`src/design/hoc_pkg.sv`:
```
// Types, constants and offer byte functions for the handshake offer checker.
`default_nettype none

package hoc_pkg;

    localparam int COUNT_BITS = 16;

    typedef logic [COUNT_BITS-1:0] count_t;
    typedef logic [4:0]            rx_idx_t;

    localparam rx_idx_t IDX_WORDS   = 5'd4;
    localparam rx_idx_t IDX_PLAYERS = 5'd24;
    localparam rx_idx_t IDX_SLOT    = 5'd25;
    localparam rx_idx_t IDX_LAST    = 5'd27;
    localparam rx_idx_t OFFER_LEN   = 5'd28;
    localparam rx_idx_t RX_SAT      = 5'd29;

    localparam logic [7:0] GRACE_RESET   = 8'd4;
    localparam logic [7:0] PLAYERS_RESET = 8'd2;

    localparam logic [7:0] TAG_B0 = 8'h43;
    localparam logic [7:0] TAG_B1 = 8'h53;
    localparam logic [7:0] TAG_B2 = 8'h45;
    localparam logic [7:0] TAG_B3 = 8'h48;

    localparam logic CMD_TICK = 1'b0;
    localparam logic CMD_BYTE = 1'b1;

    typedef enum logic [1:0] {
        KIND_OFFER   = 2'd0,
        KIND_STATUS  = 2'd1,
        KIND_VERDICT = 2'd2
    } kind_t;

    typedef enum logic [1:0] {
        PH_WAIT    = 2'd0,
        PH_AGREED  = 2'd1,
        PH_REFUSED = 2'd2
    } phase_t;

    typedef enum logic [3:0] {
        RSN_NONE       = 4'd0,
        RSN_PROTOCOL   = 4'd1,
        RSN_PLAYERS    = 4'd2,
        RSN_STATE_SIZE = 4'd3,
        RSN_INPUT_SIZE = 4'd4,
        RSN_SEED       = 4'd5,
        RSN_HASH       = 4'd6,
        RSN_SAME_SLOT  = 4'd7,
        RSN_SLOT_RANGE = 4'd8
    } reason_t;

    typedef enum logic [2:0] {
        REG_PROTOCOL     = 3'd0,
        REG_HASH         = 3'd1,
        REG_STATE_SIZE   = 3'd2,
        REG_INPUT_SIZE   = 3'd3,
        REG_SEED         = 3'd4,
        REG_PLAYER_COUNT = 3'd5,
        REG_SLOT         = 3'd6,
        REG_GRACE        = 3'd7
    } cfg_reg_t;

    typedef struct packed {
        logic [4:0][31:0] word;        // protocol, hash, state size, input size, seed
        logic [7:0]       player_count;
        logic [7:0]       slot;
    } cfg_t;

    typedef struct packed {
        logic       load;
        logic [7:0] value;
    } grace_wr_t;

    typedef struct packed {
        logic       cmd;
        logic [7:0] rx_byte;
        logic       rx_last;
        logic       from_peer;
    } item_t;

    typedef struct packed {
        kind_t       kind;
        logic [7:0]  tx_byte;
        logic        last;
        logic        consumed;
        phase_t      phase;
        reason_t     reason;
        logic [15:0] sent;
        logic [15:0] fwd;
    } beat_t;

    function automatic logic [7:0] tag_byte(input logic [1:0] i);
        logic [7:0] b;
        case (i)
            2'd0:    b = TAG_B0;
            2'd1:    b = TAG_B1;
            2'd2:    b = TAG_B2;
            default: b = TAG_B3;
        endcase
        return b;
    endfunction

    // word index -> mismatch flag bit (flag bit k is reason k+1)
    function automatic logic [2:0] word_flag(input logic [2:0] w);
        logic [2:0] f;
        case (w)
            3'd0:    f = 3'd0;
            3'd1:    f = 3'd5;
            3'd2:    f = 3'd2;
            3'd3:    f = 3'd3;
            3'd4:    f = 3'd4;
            default: f = 3'd0;
        endcase
        return f;
    endfunction

    function automatic logic [7:0] offer_byte(input cfg_t c, input rx_idx_t i);
        rx_idx_t    wi;
        logic [7:0] b;
        wi = i - IDX_WORDS;
        if (i < IDX_WORDS)
            b = tag_byte(i[1:0]);
        else if (i < IDX_PLAYERS)
            b = c.word[wi[4:2]][{wi[1:0], 3'b000} +: 8];
        else if (i == IDX_PLAYERS)
            b = c.player_count;
        else if (i == IDX_SLOT)
            b = c.slot;
        else
            b = 8'd0;
        return b;
    endfunction

endpackage

`default_nettype wire

```
`src/design/hoc_engine.sv`:
```
// Handshake state, received offer checker and own offer sequencer.
`default_nettype none

module hoc_engine
    import hoc_pkg::*;
(
    input  wire logic       clk,
    input  wire logic       rst_n,
    input  wire cfg_t       cfg,
    input  wire grace_wr_t  grace_wr,
    input  wire logic       item_valid,
    input  wire item_t      item,
    input  wire logic       out_free,
    output logic            consume,
    output logic            beat_valid,
    output beat_t           beat
);

    phase_t     phase_reg, phase_next;
    reason_t    reason_reg, reason_next;
    logic [7:0] grace_reg, grace_next;
    rx_idx_t    rx_cnt_reg, rx_cnt_next;
    logic       tag_ok_reg, tag_ok_next;
    logic [5:0] mis_reg, mis_next;
    logic [7:0] their_cnt_reg, their_cnt_next;
    logic [7:0] their_slot_reg, their_slot_next;
    count_t     sent_reg, sent_next;
    count_t     fwd_reg, fwd_next;
    logic       busy_reg, busy_next;
    rx_idx_t    idx_reg, idx_next;

    rx_idx_t    rx_i;
    rx_idx_t    rx_wi;
    rx_idx_t    rx_inc;
    logic       pkt_ok;
    logic       due;
    reason_t    cmp;

    always_comb
    begin
        phase_next      = phase_reg;
        reason_next     = reason_reg;
        grace_next      = grace_reg;
        rx_cnt_next     = rx_cnt_reg;
        tag_ok_next     = tag_ok_reg;
        mis_next        = mis_reg;
        their_cnt_next  = their_cnt_reg;
        their_slot_next = their_slot_reg;
        sent_next       = sent_reg;
        fwd_next        = fwd_reg;
        busy_next       = busy_reg;
        idx_next        = idx_reg;

        consume     = 1'b0;
        beat_valid  = 1'b0;
        beat.kind     = KIND_STATUS;
        beat.tx_byte  = 8'd0;
        beat.last     = 1'b1;
        beat.consumed = 1'b0;

        rx_i   = rx_cnt_reg;
        rx_wi  = rx_i - IDX_WORDS;
        rx_inc = (rx_i < RX_SAT) ? rx_i + 5'd1 : rx_i;
        pkt_ok = 1'b0;
        cmp    = RSN_NONE;
        due    = (phase_reg == PH_WAIT) || (phase_reg == PH_AGREED && grace_reg != 8'd0);

        if (busy_reg)
        begin
            if (out_free)
            begin
                beat_valid   = 1'b1;
                beat.kind    = KIND_OFFER;
                beat.tx_byte = offer_byte(cfg, idx_reg);
                beat.last    = (idx_reg == IDX_LAST);
                idx_next     = idx_reg + 5'd1;
                if (idx_reg == IDX_LAST)
                    busy_next = 1'b0;
            end
        end
        else if (item_valid)
        begin
            if (item.cmd == CMD_TICK)
            begin
                if (out_free)
                begin
                    consume    = 1'b1;
                    beat_valid = 1'b1;
                    if (due)
                    begin
                        if (sent_reg != '1)
                            sent_next = sent_reg + 1'b1;
                        if (phase_reg == PH_AGREED)
                            grace_next = grace_reg - 8'd1;
                        busy_next    = 1'b1;
                        idx_next     = 5'd1;
                        beat.kind    = KIND_OFFER;
                        beat.tx_byte = offer_byte(cfg, 5'd0);
                        beat.last    = 1'b0;
                    end
                end
            end
            else if (!item.rx_last || out_free)
            begin
                consume = 1'b1;
                if (rx_i < IDX_WORDS)
                begin
                    if (item.rx_byte != tag_byte(rx_i[1:0]))
                        tag_ok_next = 1'b0;
                end
                else if (rx_i < IDX_PLAYERS)
                begin
                    if (item.rx_byte != offer_byte(cfg, rx_i))
                        mis_next[word_flag(rx_wi[4:2])] = 1'b1;
                end
                else if (rx_i == IDX_PLAYERS)
                begin
                    their_cnt_next = item.rx_byte;
                    if (item.rx_byte != cfg.player_count)
                        mis_next[1] = 1'b1;
                end
                else if (rx_i == IDX_SLOT)
                begin
                    their_slot_next = item.rx_byte;
                end
                rx_cnt_next = rx_inc;

                if (item.rx_last)
                begin
                    pkt_ok = item.from_peer && (rx_inc == OFFER_LEN) && tag_ok_next;
                    if (cfg.slot == their_slot_next)
                        cmp = RSN_SAME_SLOT;
                    else if (cfg.slot >= cfg.player_count || their_slot_next >= their_cnt_next)
                        cmp = RSN_SLOT_RANGE;
                    for (int k = 5; k >= 0; k--)
                    begin
                        if (mis_next[k])
                            cmp = reason_t'(4'(k + 1));
                    end
                    if (pkt_ok)
                    begin
                        if (phase_reg == PH_WAIT)
                        begin
                            reason_next = cmp;
                            phase_next  = (cmp == RSN_NONE) ? PH_AGREED : PH_REFUSED;
                        end
                    end
                    else if (fwd_reg != '1)
                    begin
                        fwd_next = fwd_reg + 1'b1;
                    end
                    rx_cnt_next     = 5'd0;
                    tag_ok_next     = 1'b1;
                    mis_next        = 6'd0;
                    their_cnt_next  = 8'd0;
                    their_slot_next = 8'd0;
                    beat_valid      = 1'b1;
                    beat.kind       = KIND_VERDICT;
                    beat.consumed   = pkt_ok;
                end
            end
        end

        // grace write lands only in the waiting phase
        if (grace_wr.load && phase_reg == PH_WAIT)
            grace_next = grace_wr.value;

        beat.phase  = phase_next;
        beat.reason = reason_next;
        beat.sent   = 16'(sent_next);
        beat.fwd    = 16'(fwd_next);
    end

    always_ff @(posedge clk or negedge rst_n)
    begin
        if (!rst_n)
        begin
            phase_reg      <= PH_WAIT;
            reason_reg     <= RSN_NONE;
            grace_reg      <= GRACE_RESET;
            rx_cnt_reg     <= 5'd0;
            tag_ok_reg     <= 1'b1;
            mis_reg        <= 6'd0;
            their_cnt_reg  <= 8'd0;
            their_slot_reg <= 8'd0;
            sent_reg       <= '0;
            fwd_reg        <= '0;
            busy_reg       <= 1'b0;
            idx_reg        <= 5'd0;
        end
        else
        begin
            phase_reg      <= phase_next;
            reason_reg     <= reason_next;
            grace_reg      <= grace_next;
            rx_cnt_reg     <= rx_cnt_next;
            tag_ok_reg     <= tag_ok_next;
            mis_reg        <= mis_next;
            their_cnt_reg  <= their_cnt_next;
            their_slot_reg <= their_slot_next;
            sent_reg       <= sent_next;
            fwd_reg        <= fwd_next;
            busy_reg       <= busy_next;
            idx_reg        <= idx_next;
        end
    end

endmodule

`default_nettype wire

```
`config.mk`:
```
export PLATFORM = sky130hd
export DESIGN_NAME = hoc_engine
export DESIGN_NICKNAME = d
export VERILOG_FILES = /design/src/design/hoc_pkg.sv /design/src/design/hoc_engine.sv
export SDC_FILE = /design/constraint.sdc
export NUM_CORES = 1
export LEC_CHECK = 0
export ABC_CLOCK_PERIOD_IN_PS = 17150
export BUFFER_PORTS_ARGS = -buffer_cell sky130_fd_sc_hd__buf_4
export CORE_MARGIN = 3
export CORE_UTILIZATION = 57
export CTS_CLUSTER_DIAMETER = 30
export CTS_CLUSTER_SIZE = 16
export DETAILED_ROUTE_END_ITERATION = 10
export PLACE_DENSITY = 0.88
export SLEW_MARGIN = 20
export SYNTH_ARGS = -nofsm -noshare
export SYNTH_HDL_FRONTEND = slang
export SYNTH_SLANG_ARGS = --single-unit
```
`constraint.sdc`:
```
create_clock -name clk -period 17.15 [get_ports clk]
set_clock_uncertainty 0.15 [all_clocks]
set_input_delay 5.145 -clock clk [delete_from_list [all_inputs] [get_ports clk]]
set_output_delay 5.145 -clock clk [all_outputs]
set_load 0.02 [all_outputs]
```
---- After elaboration in Yosys (flattened, before gate mapping) ----
Index checks and enable logic that the tools add are counted.
word-level totals
  flip-flop bits (word level) ............. 80
  word-level logic and storage cells ...... 234
cells by class
  $add $sub $neg .......................... 7
  magnitude comparators ................... 11
  equality and inequality tests ........... 24
  shifts and indexed selects .............. 2
  mux-type cells .......................... 153
  bitwise logic cells ..................... 2
  reductions and logical operators ........ 23
operator list
  cell                                                                   number
  8-bit 2-to-1 mux                                                       39
  16-bit 2-to-1 mux                                                      13
  32-bit binary-select mux with 3-bit select                             2
  4-bit 2-to-1 mux                                                       21
  32-bit 2-to-1 mux                                                      2
  32-bit by 6-bit variable part select with 8-bit output                 2
  6-bit 2-to-1 mux                                                       7
  5-bit 2-to-1 mux                                                       8
  1-bit 2-to-1 mux                                                       33
  16-bit by 1-bit adder with 16-bit output (second input constant)       2
  16-bit inequality test (second input constant)                         2
  5-bit equality test (second input constant)                            6
  10-bit 2-to-1 mux                                                      3
  5-bit case mux with 3 select lines                                     2
  8-bit inequality test                                                  3
  2-bit 2-to-1 mux                                                       11
  3-bit 2-to-1 mux                                                       7
  8-bit >= comparator                                                    2
  5-bit < comparator (second input constant)                             3
  3-bit by 4-bit < comparator with 1-bit output (second input constant)  3
  12-bit 2-to-1 mux                                                      1
  3-bit case mux with 4 select lines                                     1
  2-bit nonzero test                                                     6
  11-bit 2-to-1 mux                                                      1
  24 further kinds                                                       42

---- Logic depth before layout (Yosys ltp) ----
Gate-level depths: netlist of run 1.
  depth in word-level cells ............... 50
  depth in mapped cells ................... 21

---- Worst setup path after synthesis of run 1 ----
No wires, ideal clock.
  path kind ............................... in2out
  from .................................... in item[3] in the netlist's numbering
  to ...................................... out beat[36] in the netlist's numbering
  data arrival time ....................... 7.711 ns
  data required time ...................... 11.855 ns
  slack ................................... 4.144 ns
  stages on the path ...................... 13
  buffers on the path ..................... 1
  cells stage by stage .................... clkbuf_1 -> mux2i_1 -> inv_1 -> ha_1 -> a21o_1 -> a21o_1 -> a21o_1 -> a21o_1 -> a21o_1 -> a21o_1 -> a221oi_1 -> o2111ai_1 -> o21bai_1
RTL lines
  item         RTL line          RTL
  from (decl)  hoc_engine.sv:12  input wire item_t item,
  to (decl)    hoc_engine.sv:16  output beat_t beat

==> results of run 1 <==
kinds of logic (layout without fill, tap and decap cells):
family / after synthesis / in the layout / share of synthesized area [%]
other: 0 / 1 / 0
XOR/XNOR: 61 / 61 / 6.77
multiplexers: 120 / 120 / 24.1
flip-flops: 80 / 80 / 24.5
buffers and inverters: 104 / 312 / 5.30
AND/OR/NAND/NOR: 307 / 307 / 17.4
AO/OA/AOI/OAI: 199 / 199 / 16.1
adder cells (fa/ha/maj): 38 / 38 / 5.82
worst max-delay path: cells and delay by family:
family,cells,cell delay [ns]
AND/OR/NAND/NOR,1,0.14
adder cells (fa/ha/maj),1,0.29
multiplexers,1,0.28
buffers and inverters,2,0.33
AO/OA/AOI/OAI,9,2.08
power by group through the flow:
stage	clock network (mW)	logic, mW	registers, mW
floorplan	0	0.660	0.232
global route	0.201	0.964	0.251
finish	0.191	0.891	0.248
CTS	0.191	0.877	0.246
detailed placement	0	0.872	0.250
global placement	0	0.859	0.247
layout make-up:
class                           count  area, sq um  area share (%)
Multi-Input combinational cell    725         5750            55.5
Sequential cell                    80         2010            19.4
Timing Repair Buffer              257         1930            18.7
Clock buffer                       10          239            2.31
Tap cell                          180          225            2.17
Inverter                           39          146            1.41
Clock inverter                      6         51.3           0.495
Antenna cell                        1         2.50          0.0242
how the worst max path moves through the flow:
stage,startpoint,to,slack [ns],cells past startpoint
floorplan,item[3],beat[36],4.14,13
global placement,item[2],beat[37],3.75,14
detailed placement,item[2],beat[36],3.63,14
CTS,item[2],beat[36],3.61,14
global route,item[2],beat[36],3.42,14
finish,item[2],beat[36],3.57,14
stage by stage:
stage / instances / worst slack, ns / util, %
6_report: 1298 / 3.57 / 74.3
5_1_grt: 1298 / 3.42 / 74.3
4_1_cts: 1297 / 3.61 / 74.3
3_5_place_dp: 1281 / 3.63 / 72.2
3_3_place_gp: 1281 / 3.75 / 72.2
2_1_floorplan: 909 / 4.14 / -
metal layers:
metal | part of all wire (%) | vias to the layer above | track usage (%)
met1 | 37 | 3891 | 41.7
met2 | 49 | 499 | 54.9
met5 | 0.044 | - | 0
met4 | 5.8 | 2 | 17.6
li1 | - | 3785 | -
met3 | 8.1 | 114 | 6.87
cells in the final DEF (no fill, tap or decap), types with 8 or more instances in the layout:
cell and count:
a21o_1 14, a21oi_1 47, a221oi_1 9, a31oi_1 11, and2_1 10, buf_4 256
clkbuf_16 9, dfrtp_1 74, ha_1 38, inv_1 38, mux2i_1 55, mux4_1 9
mux4_2 49, nand2_1 123, nand2b_1 9, nand3_1 26, nand4_1 18, nor2_1 58
nor2b_1 9, nor3_1 29, o211ai_1 17, o21ai_0 39, o22ai_1 8, xnor2_1 36
xor2_1 23
==> results.cfg, run 1 <==
[layout]
fin_nets = 1350
design_area_sq_um = 10400
fill_cells = 1002
drive_gt1_share_pct = 30.9
area_growth_pct = 26.7

[power_and_ir_drop]
power.internal_mw = 0.710
p_leak_nw = 4.81
seq_power_share_pct = 18.6
p_per_area_nw_per_um2 = 128
finalPower_mw = 1.33
p_sw_share_pct = 46.6
clkPwrFrac_pct = 14.4
peakVddDrop_v = 0.000134
share_comb_of_total_power_pct = 67.0
p_sw_mw = 0.619

[cts]
cts_sinks = 80
cts_tree = yes
numCtsBuffers = 9
htree_levels = 3
path_clk_slew_ns = 0.07
post_cts_buffers = 0
cts_resized = 0
root_buffer = clkbuf_16
clk_path_buf_depth = 2
hold_buffers = 0
clk_latency_ns = 0.36

[worst_setup_path]
path_cells = buf_4, mux2_2, ha_1, nand2b_1, a21o_1, a21o_1, a21o_1, a21o_1, a21o_1, a21o_1, a221oi_1, o2111ai_1, o21bai_1, buf_4
crit_fanout = 6
critPathMostFrequentCell = a21o_1
path_class = input pin to output port
crit_path_end_kind = output port
cp.required_ns = 11.85
r2r-end = phase_reg[0]
cp.arrival_ns = 8.28
reg2reg_depth = 16
rrSetupSlack_ns = 11.64
slowest_stage = a221oi_1
critPathMaxStageDelay_ns = 0.55
start_kind = input pin
rr_startpoint = rx_cnt_reg[0]

[yosys]
synth_ff_type = dfrtp_1
synthArstFlopShare_pct = 100
synthCells = 909
synth_nets = 1147
yosys.area.top_type_share_pct = 23.9
synthTopCellsByArea = dfrtp_1 (24%), mux4_2 (14%), mux2i_1 (6.7%), ha_1 (5.8%), nand2_1 (5.6%)
yosysSeqAreaShare_pct = 24.5
synth_warnings = 0
ys_seq_elements = 80
ys_top_cells_by_count = nand2_1 (123), dfrtp_1 (78), nor2_1 (58)
synth_cell_types = 64
avgSynthCellArea_sq_um = 8.99
synth_edf_count = 0
yosysTopAreaCell = dfrtp_1
yosysMostFrequentCell = nand2_1
synthesis.area_sq_um = 8170

[sta]
clock.fmax_mhz = 73.7
finalHoldViolCount = 0
fin_tns_setup_ns = 0
drv_slew = 0
fin_crit_sh_pct = 79.2
tightest_slew_ns = 1.05
min_period_ns = 13.58
grt_setup_unrepaired = false
final-setup-viol-count = 0
timing.hold.ws_ns = 0.332
slew_headroom_pct = 29.7

[global_route]
grt_pass1_vias = 8191
antenna_found_initial = 2
grt_usage_pct = 33.4
grt_remaining_overflow = 0
grt_max_degree = 81
grt_first_pass_wirelength_mm = 42.4

[route]
viasPerCell = 6.39
drt_iter0_markers = 940
ant_nets = 0
drc = 0
dr_total_vias = 8291
wire_per_inst_um = 20.9
dr.pass1.iters = 6
wl_mm = 27.1

[die]
start_util_pct = 58.7
die_height_um = 126
dieWidth_um = 126
die-area_sq_um = 15800
core_area_sq_um = 13900
num_rows = 43
num_io_pins = 252

[placement]
dpl.hpwl_mm = 20.7
place_congestion = 0.902
place_area_sq_um = 10100
io_buffer_count = 251

[hold_path]
min_from = their_slot_reg[7]
hold_path.class = flip-flop to flip-flop
hold_depth = 2
whs_endpoint = their_slot_reg[7]

[job]
maxCapViolCount = 0

[status]
outcome = finished, final reports clean
Note: power is estimated with default switching activity, not from simulation.
==> run 2: changes to the inputs <==
- ABC_CLOCK_PERIOD_IN_PS: 17150 -> 11200
- CORE_UTILIZATION: 57 -> 48
- PLACE_DENSITY: 0.88 -> 0.79
- clock period: 17.15 -> 11.2 ns (I/O delays scaled with it)
==> run 2 against run 1 <==
Hold slack gained 0.0045 ns. Global-route usage fell by 4.5 points. Power rose by 56%. First-iteration DRC count shrank 30%. Via count shrank 0.69%.
==> results.cfg, run 2 (synthesis gave the netlist of run 1 again) <==
[status]
outcome = finished, final reports clean

[route]
wl_met2_mm = 13.4
wl_met1_mm = 10.6
wire_per_inst_um = 20.2
ant_nets = 0
dr.pass1.iters = 6
drc = 0
maxUsedRoutingLayer = met4
viasPerCell = 6.15
dr_total_vias = 8234
dr_wl_met3_mm = 2.04
drt_iter0_markers = 658
wl_mm = 27.1

[hold_path]
whs_endpoint = their_cnt_reg[1]
hold_depth = 2
min_from = their_cnt_reg[1]
hold_path.class = flip-flop to flip-flop

[die]
die-area_sq_um = 18600
core_area_sq_um = 16600
num_io_pins = 252
num_rows = 47
die_height_um = 136
start_util_pct = 49.1
dieWidth_um = 136

[layout]
final_cell_mix = buf_4 (258), nand2_1 (123), dfrtp_1 (74)
postLayoutCoreUtil_pct = 62.8
antenna-diode-count = 0
fin_nets = 1352
final_common_cell = buf_4
drive_gt1_share_pct = 31.0
fill_cells = 1388
design_area_sq_um = 10500
area_growth_pct = 27.9

[sta]
clock.fmax_mhz = 101
finalHoldViolCount = 0
timing.hold.ws_ns = 0.336
slew_headroom_pct = 31.2
fin_tns_setup_ns = 0
final-setup-viol-count = 0
min_period_ns = 9.92
drv_slew = 0
fin_crit_sh_pct = 88.6
tightest_slew_ns = 1.03
grt_setup_unrepaired = false

[cts]
clk_path_buf_depth = 2
root_buffer = clkbuf_16
clk_latency_ns = 0.34
post_cts_buffers = 0
cts_tree = yes
cts_sinks = 80
cts_resized = 0
numCtsBuffers = 9
hold_buffers = 0
path_clk_slew_ns = 0.06
htree_levels = 3

[worst_setup_path]
crit_fanout = 12
cp.required_ns = 7.69
crit_path_end_kind = output port
rrSetupSlack_ns = 5.61
rr_startpoint = rx_cnt_reg[2]
path_class = input pin to output port
r2r-end = reason_reg[0]
start_kind = input pin
cp.arrival_ns = 6.41
reg2reg_depth = 13

[power_and_ir_drop]
p_leak_nw = 4.85
p_sw_share_pct = 45.6
clkPwrFrac_pct = 15.5
p_per_area_nw_per_um2 = 199
finalPower_mw = 2.08
peakVddDrop_v = 0.000109
seq_power_share_pct = 19.7
power.internal_mw = 1.13
p_sw_mw = 0.948
share_comb_of_total_power_pct = 64.9

[placement]
place_congestion = 0.901
place_area_sq_um = 10100
dpl.hpwl_mm = 21.1
io_buffer_count = 251

[global_route]
antenna_found_initial = 0
grt_remaining_overflow = 0
grt_pass1_vias = 8301
grt_usage_pct = 28.9
grt_max_degree = 80
grt_first_pass_wirelength_mm = 42.5

[job]
maxCapViolCount = 0
==> run 2: layer usage <==
layer / track usage [%] / vias to the layer above
li1: - / 3792
met1: 36.1 / 3943
met2: 49.0 / 407
met3: 6.76 / 92
met4: 10.6 / 0
met5: 0 / -
==> run 2: how the worst max path moves through the flow <==
stage | startpoint | endpoint
final | cfg[149] | beat[32]
after detailed placement | cfg[93] | beat[32]
after global placement | cfg[93] | beat[32]
after floorplan | item[3] | beat[36]
after global routing | item[2] | beat[36]
after CTS | item[2] | beat[36]
==> run 2: power groups by stage <==
stage          Combinational, mW  Sequential [mW]  Clock, mW
3_5_place_dp                1.33            0.412          0
3_3_place_gp                1.30            0.409          0
5_1_grt                     1.46            0.417      0.342
6_report                    1.35            0.409      0.321
2_1_floorplan               1.01            0.356          0
4_1_cts                     1.33            0.408      0.330
==> run 2: critical path: stages <==
cell and delay (ns):
buf_4 0.12, mux4_1 0.54, a2111oi_2 0.37, a31oi_1 0.13
xnor2_1 0.21, nand2_1 0.10, or4_4 0.65, a221oi_1 0.30
a2111oi_0 0.10, o32a_1 0.36, buf_4 0.16
==> run 2: stage by stage <==
step	setup slack, ns	cells
floorplan	1.76	909
CTS	1.29	1339
global route	1.10	1339
finish	1.28	1339
detailed placement	1.33	1323
global placement	1.36	1323
==> run 2: layout make-up <==
cell class | instances | area [sq um] | area share, %
clock buffer | 10 | 239 | 2.29
clock inverter | 6 | 90.1 | 0.862
inverter | 39 | 146 | 1.40
multi-input combinational | 725 | 5750 | 55.0
sequential | 80 | 2010 | 19.2
tap | 220 | 275 | 2.63
timing repair buffer | 259 | 1950 | 18.6
==> run 3: changes to the inputs <==
- CORE_UTILIZATION: 48 -> 35
- PLACE_DENSITY: 0.79 -> 0.6
==> run 3 against run 2 <==
Die area up 35%. Utilization is 17 points lower. Sequential cell count did not move. Worst setup slack worse by 0.040 ns. First-iteration DRC count fell by 18%. Hold slack lost 0.0099 ns. Largest power group unchanged.
==> results.cfg, run 3 (synthesis gave the netlist of run 1 again) <==
[die]
num_rows = 55
die-area_sq_um = 25200
dieWidth_um = 159
start_util_pct = 35.9
die_height_um = 159
num_io_pins = 252
core_area_sq_um = 22800

[status]
outcome = finished, final reports clean

[layout]
area_growth_pct = 28.7
fill_cells = 2250
regArea_sq_um = 2010
final_common_cell = buf_4
antenna-diode-count = 0
fin_cells = 1431
postLayoutCoreUtil_pct = 46.2
final_cell_mix = buf_4 (257), nand2_1 (123), dfrtp_1 (74)
drive_gt1_share_pct = 30.9
design_area_sq_um = 10500
multi_input_area_sq_um = 5750
fin_nets = 1351

[sta]
clock.fmax_mhz = 100
drv_slew = 0
min_period_ns = 9.96
fin_tns_setup_ns = 0
tightest_slew_ns = 1.05
final-setup-viol-count = 0
slew_headroom_pct = 29.2
grt_setup_unrepaired = false
timing.final.ws_setup_ns = 1.24
finalHoldViolCount = 0
timing.hold.ws_ns = 0.327
fin_crit_sh_pct = 89.0

[power_and_ir_drop]
p_leak_nw = 4.82
p_per_area_nw_per_um2 = 197
peakVddDrop_v = 0.000101
finalPower_mw = 2.07

[route]
wire_per_inst_um = 20.1
drt_iter0_markers = 537
drc = 0
viasPerCell = 5.58
wl_mm = 28.8
dr.pass1.iters = 5
ant_nets = 0
dr_total_vias = 7978

[worst_setup_path]
path_class = input pin to output port
crit_path_end_kind = output port
crit_fanout = 12
start_kind = input pin
cp.arrival_ns = 6.45
cp.required_ns = 7.69

[cts]
htree_levels = 3
numCtsBuffers = 9
hold_buffers = 0
path_clk_slew_ns = 0.06
cts_sinks = 80
clk_latency_ns = 0.35
clk_path_buf_depth = 2
cts_tree = yes
cts_resized = 0
post_cts_buffers = 0
root_buffer = clkbuf_16

[placement]
dp_slack_ns = 1.30
place_area_sq_um = 10200
dpl.hpwl_mm = 22.2
dp_cells = 1415
place_congestion = 0.874
io_buffer_count = 251

[global_route]
antenna_found_initial = 0
grt_max_degree = 81
grt_remaining_overflow = 0
grt_usage_pct = 22.5
grt_pass1_vias = 8100
grt_first_pass_wirelength_mm = 45.2

[hold_path]
hold_path.class = flip-flop to flip-flop

[job]
maxCapViolCount = 0
## run 3: changes by cell type in the layout (fill, tap and decap cells not counted), sizes merged
| cell | change |
|---|---|
| clkbuf | +2 |
| buf | -1 |
| bufinv | -2 |
## run 3: metal layers
metal / wire length, um / share of wire, % / track usage [%] / up-vias
met5: 0 / 0 / 0 / -
met2: 13700 / 48 / 36.1 / 256
met3: 1750 / 6.1 / 4.59 / 40
li1: - / - / - / 3778
met1: 12800 / 44 / 30.9 / 3904
met4: 574 / 2.0 / 6.01 / 0
## run 3: where the power goes
group	switching [mW]	total, mW	leakage, nW	internal (mW)
Sequential	0.0555	0.382	1.05	0.327
Combinational	0.796	1.40	3.63	0.605
Clock	0.126	0.289	0.139	0.163
## run 3: worst paths after layout
path | to | startpoint | slack (ns) | cells after the start
min in group asynchronous | grace_reg[4] | rst_n | 2.92 | 1
hold reg to reg | fwd_reg[10] | fwd_reg[10] | 0.33 | 1
hold / removal | fwd_reg[10] | fwd_reg[10] | 0.33 | 1
max in group asynchronous | idx_reg[0] | rst_n | 7.42 | 1
setup / recovery | beat[32] | cfg[93] | 1.24 | 12
setup reg to reg | reason_reg[0] | rx_cnt_reg[3] | 5.98 | 13
## run 3: worst max-delay path: stages
cell and delay (ns):
buf_4 0.11, mux4_2 0.45, nor3b_1 0.16, a2111oi_2 0.34
a31oi_1 0.13, xnor2_1 0.18, nand2_1 0.10, or4_4 0.64
a221oi_1 0.31, a2111oi_0 0.12, o32a_1 0.37, buf_4 0.17
## run 3: final cells by class
class                           instances  area share (%)
Inverter                               39            1.39
Clock buffer                           12            2.44
Tap cell                              313            3.72
Multi-Input combinational cell        725            54.6
Timing Repair Buffer                  258            18.4
Sequential cell                        80            19.1
Clock inverter                          4           0.250
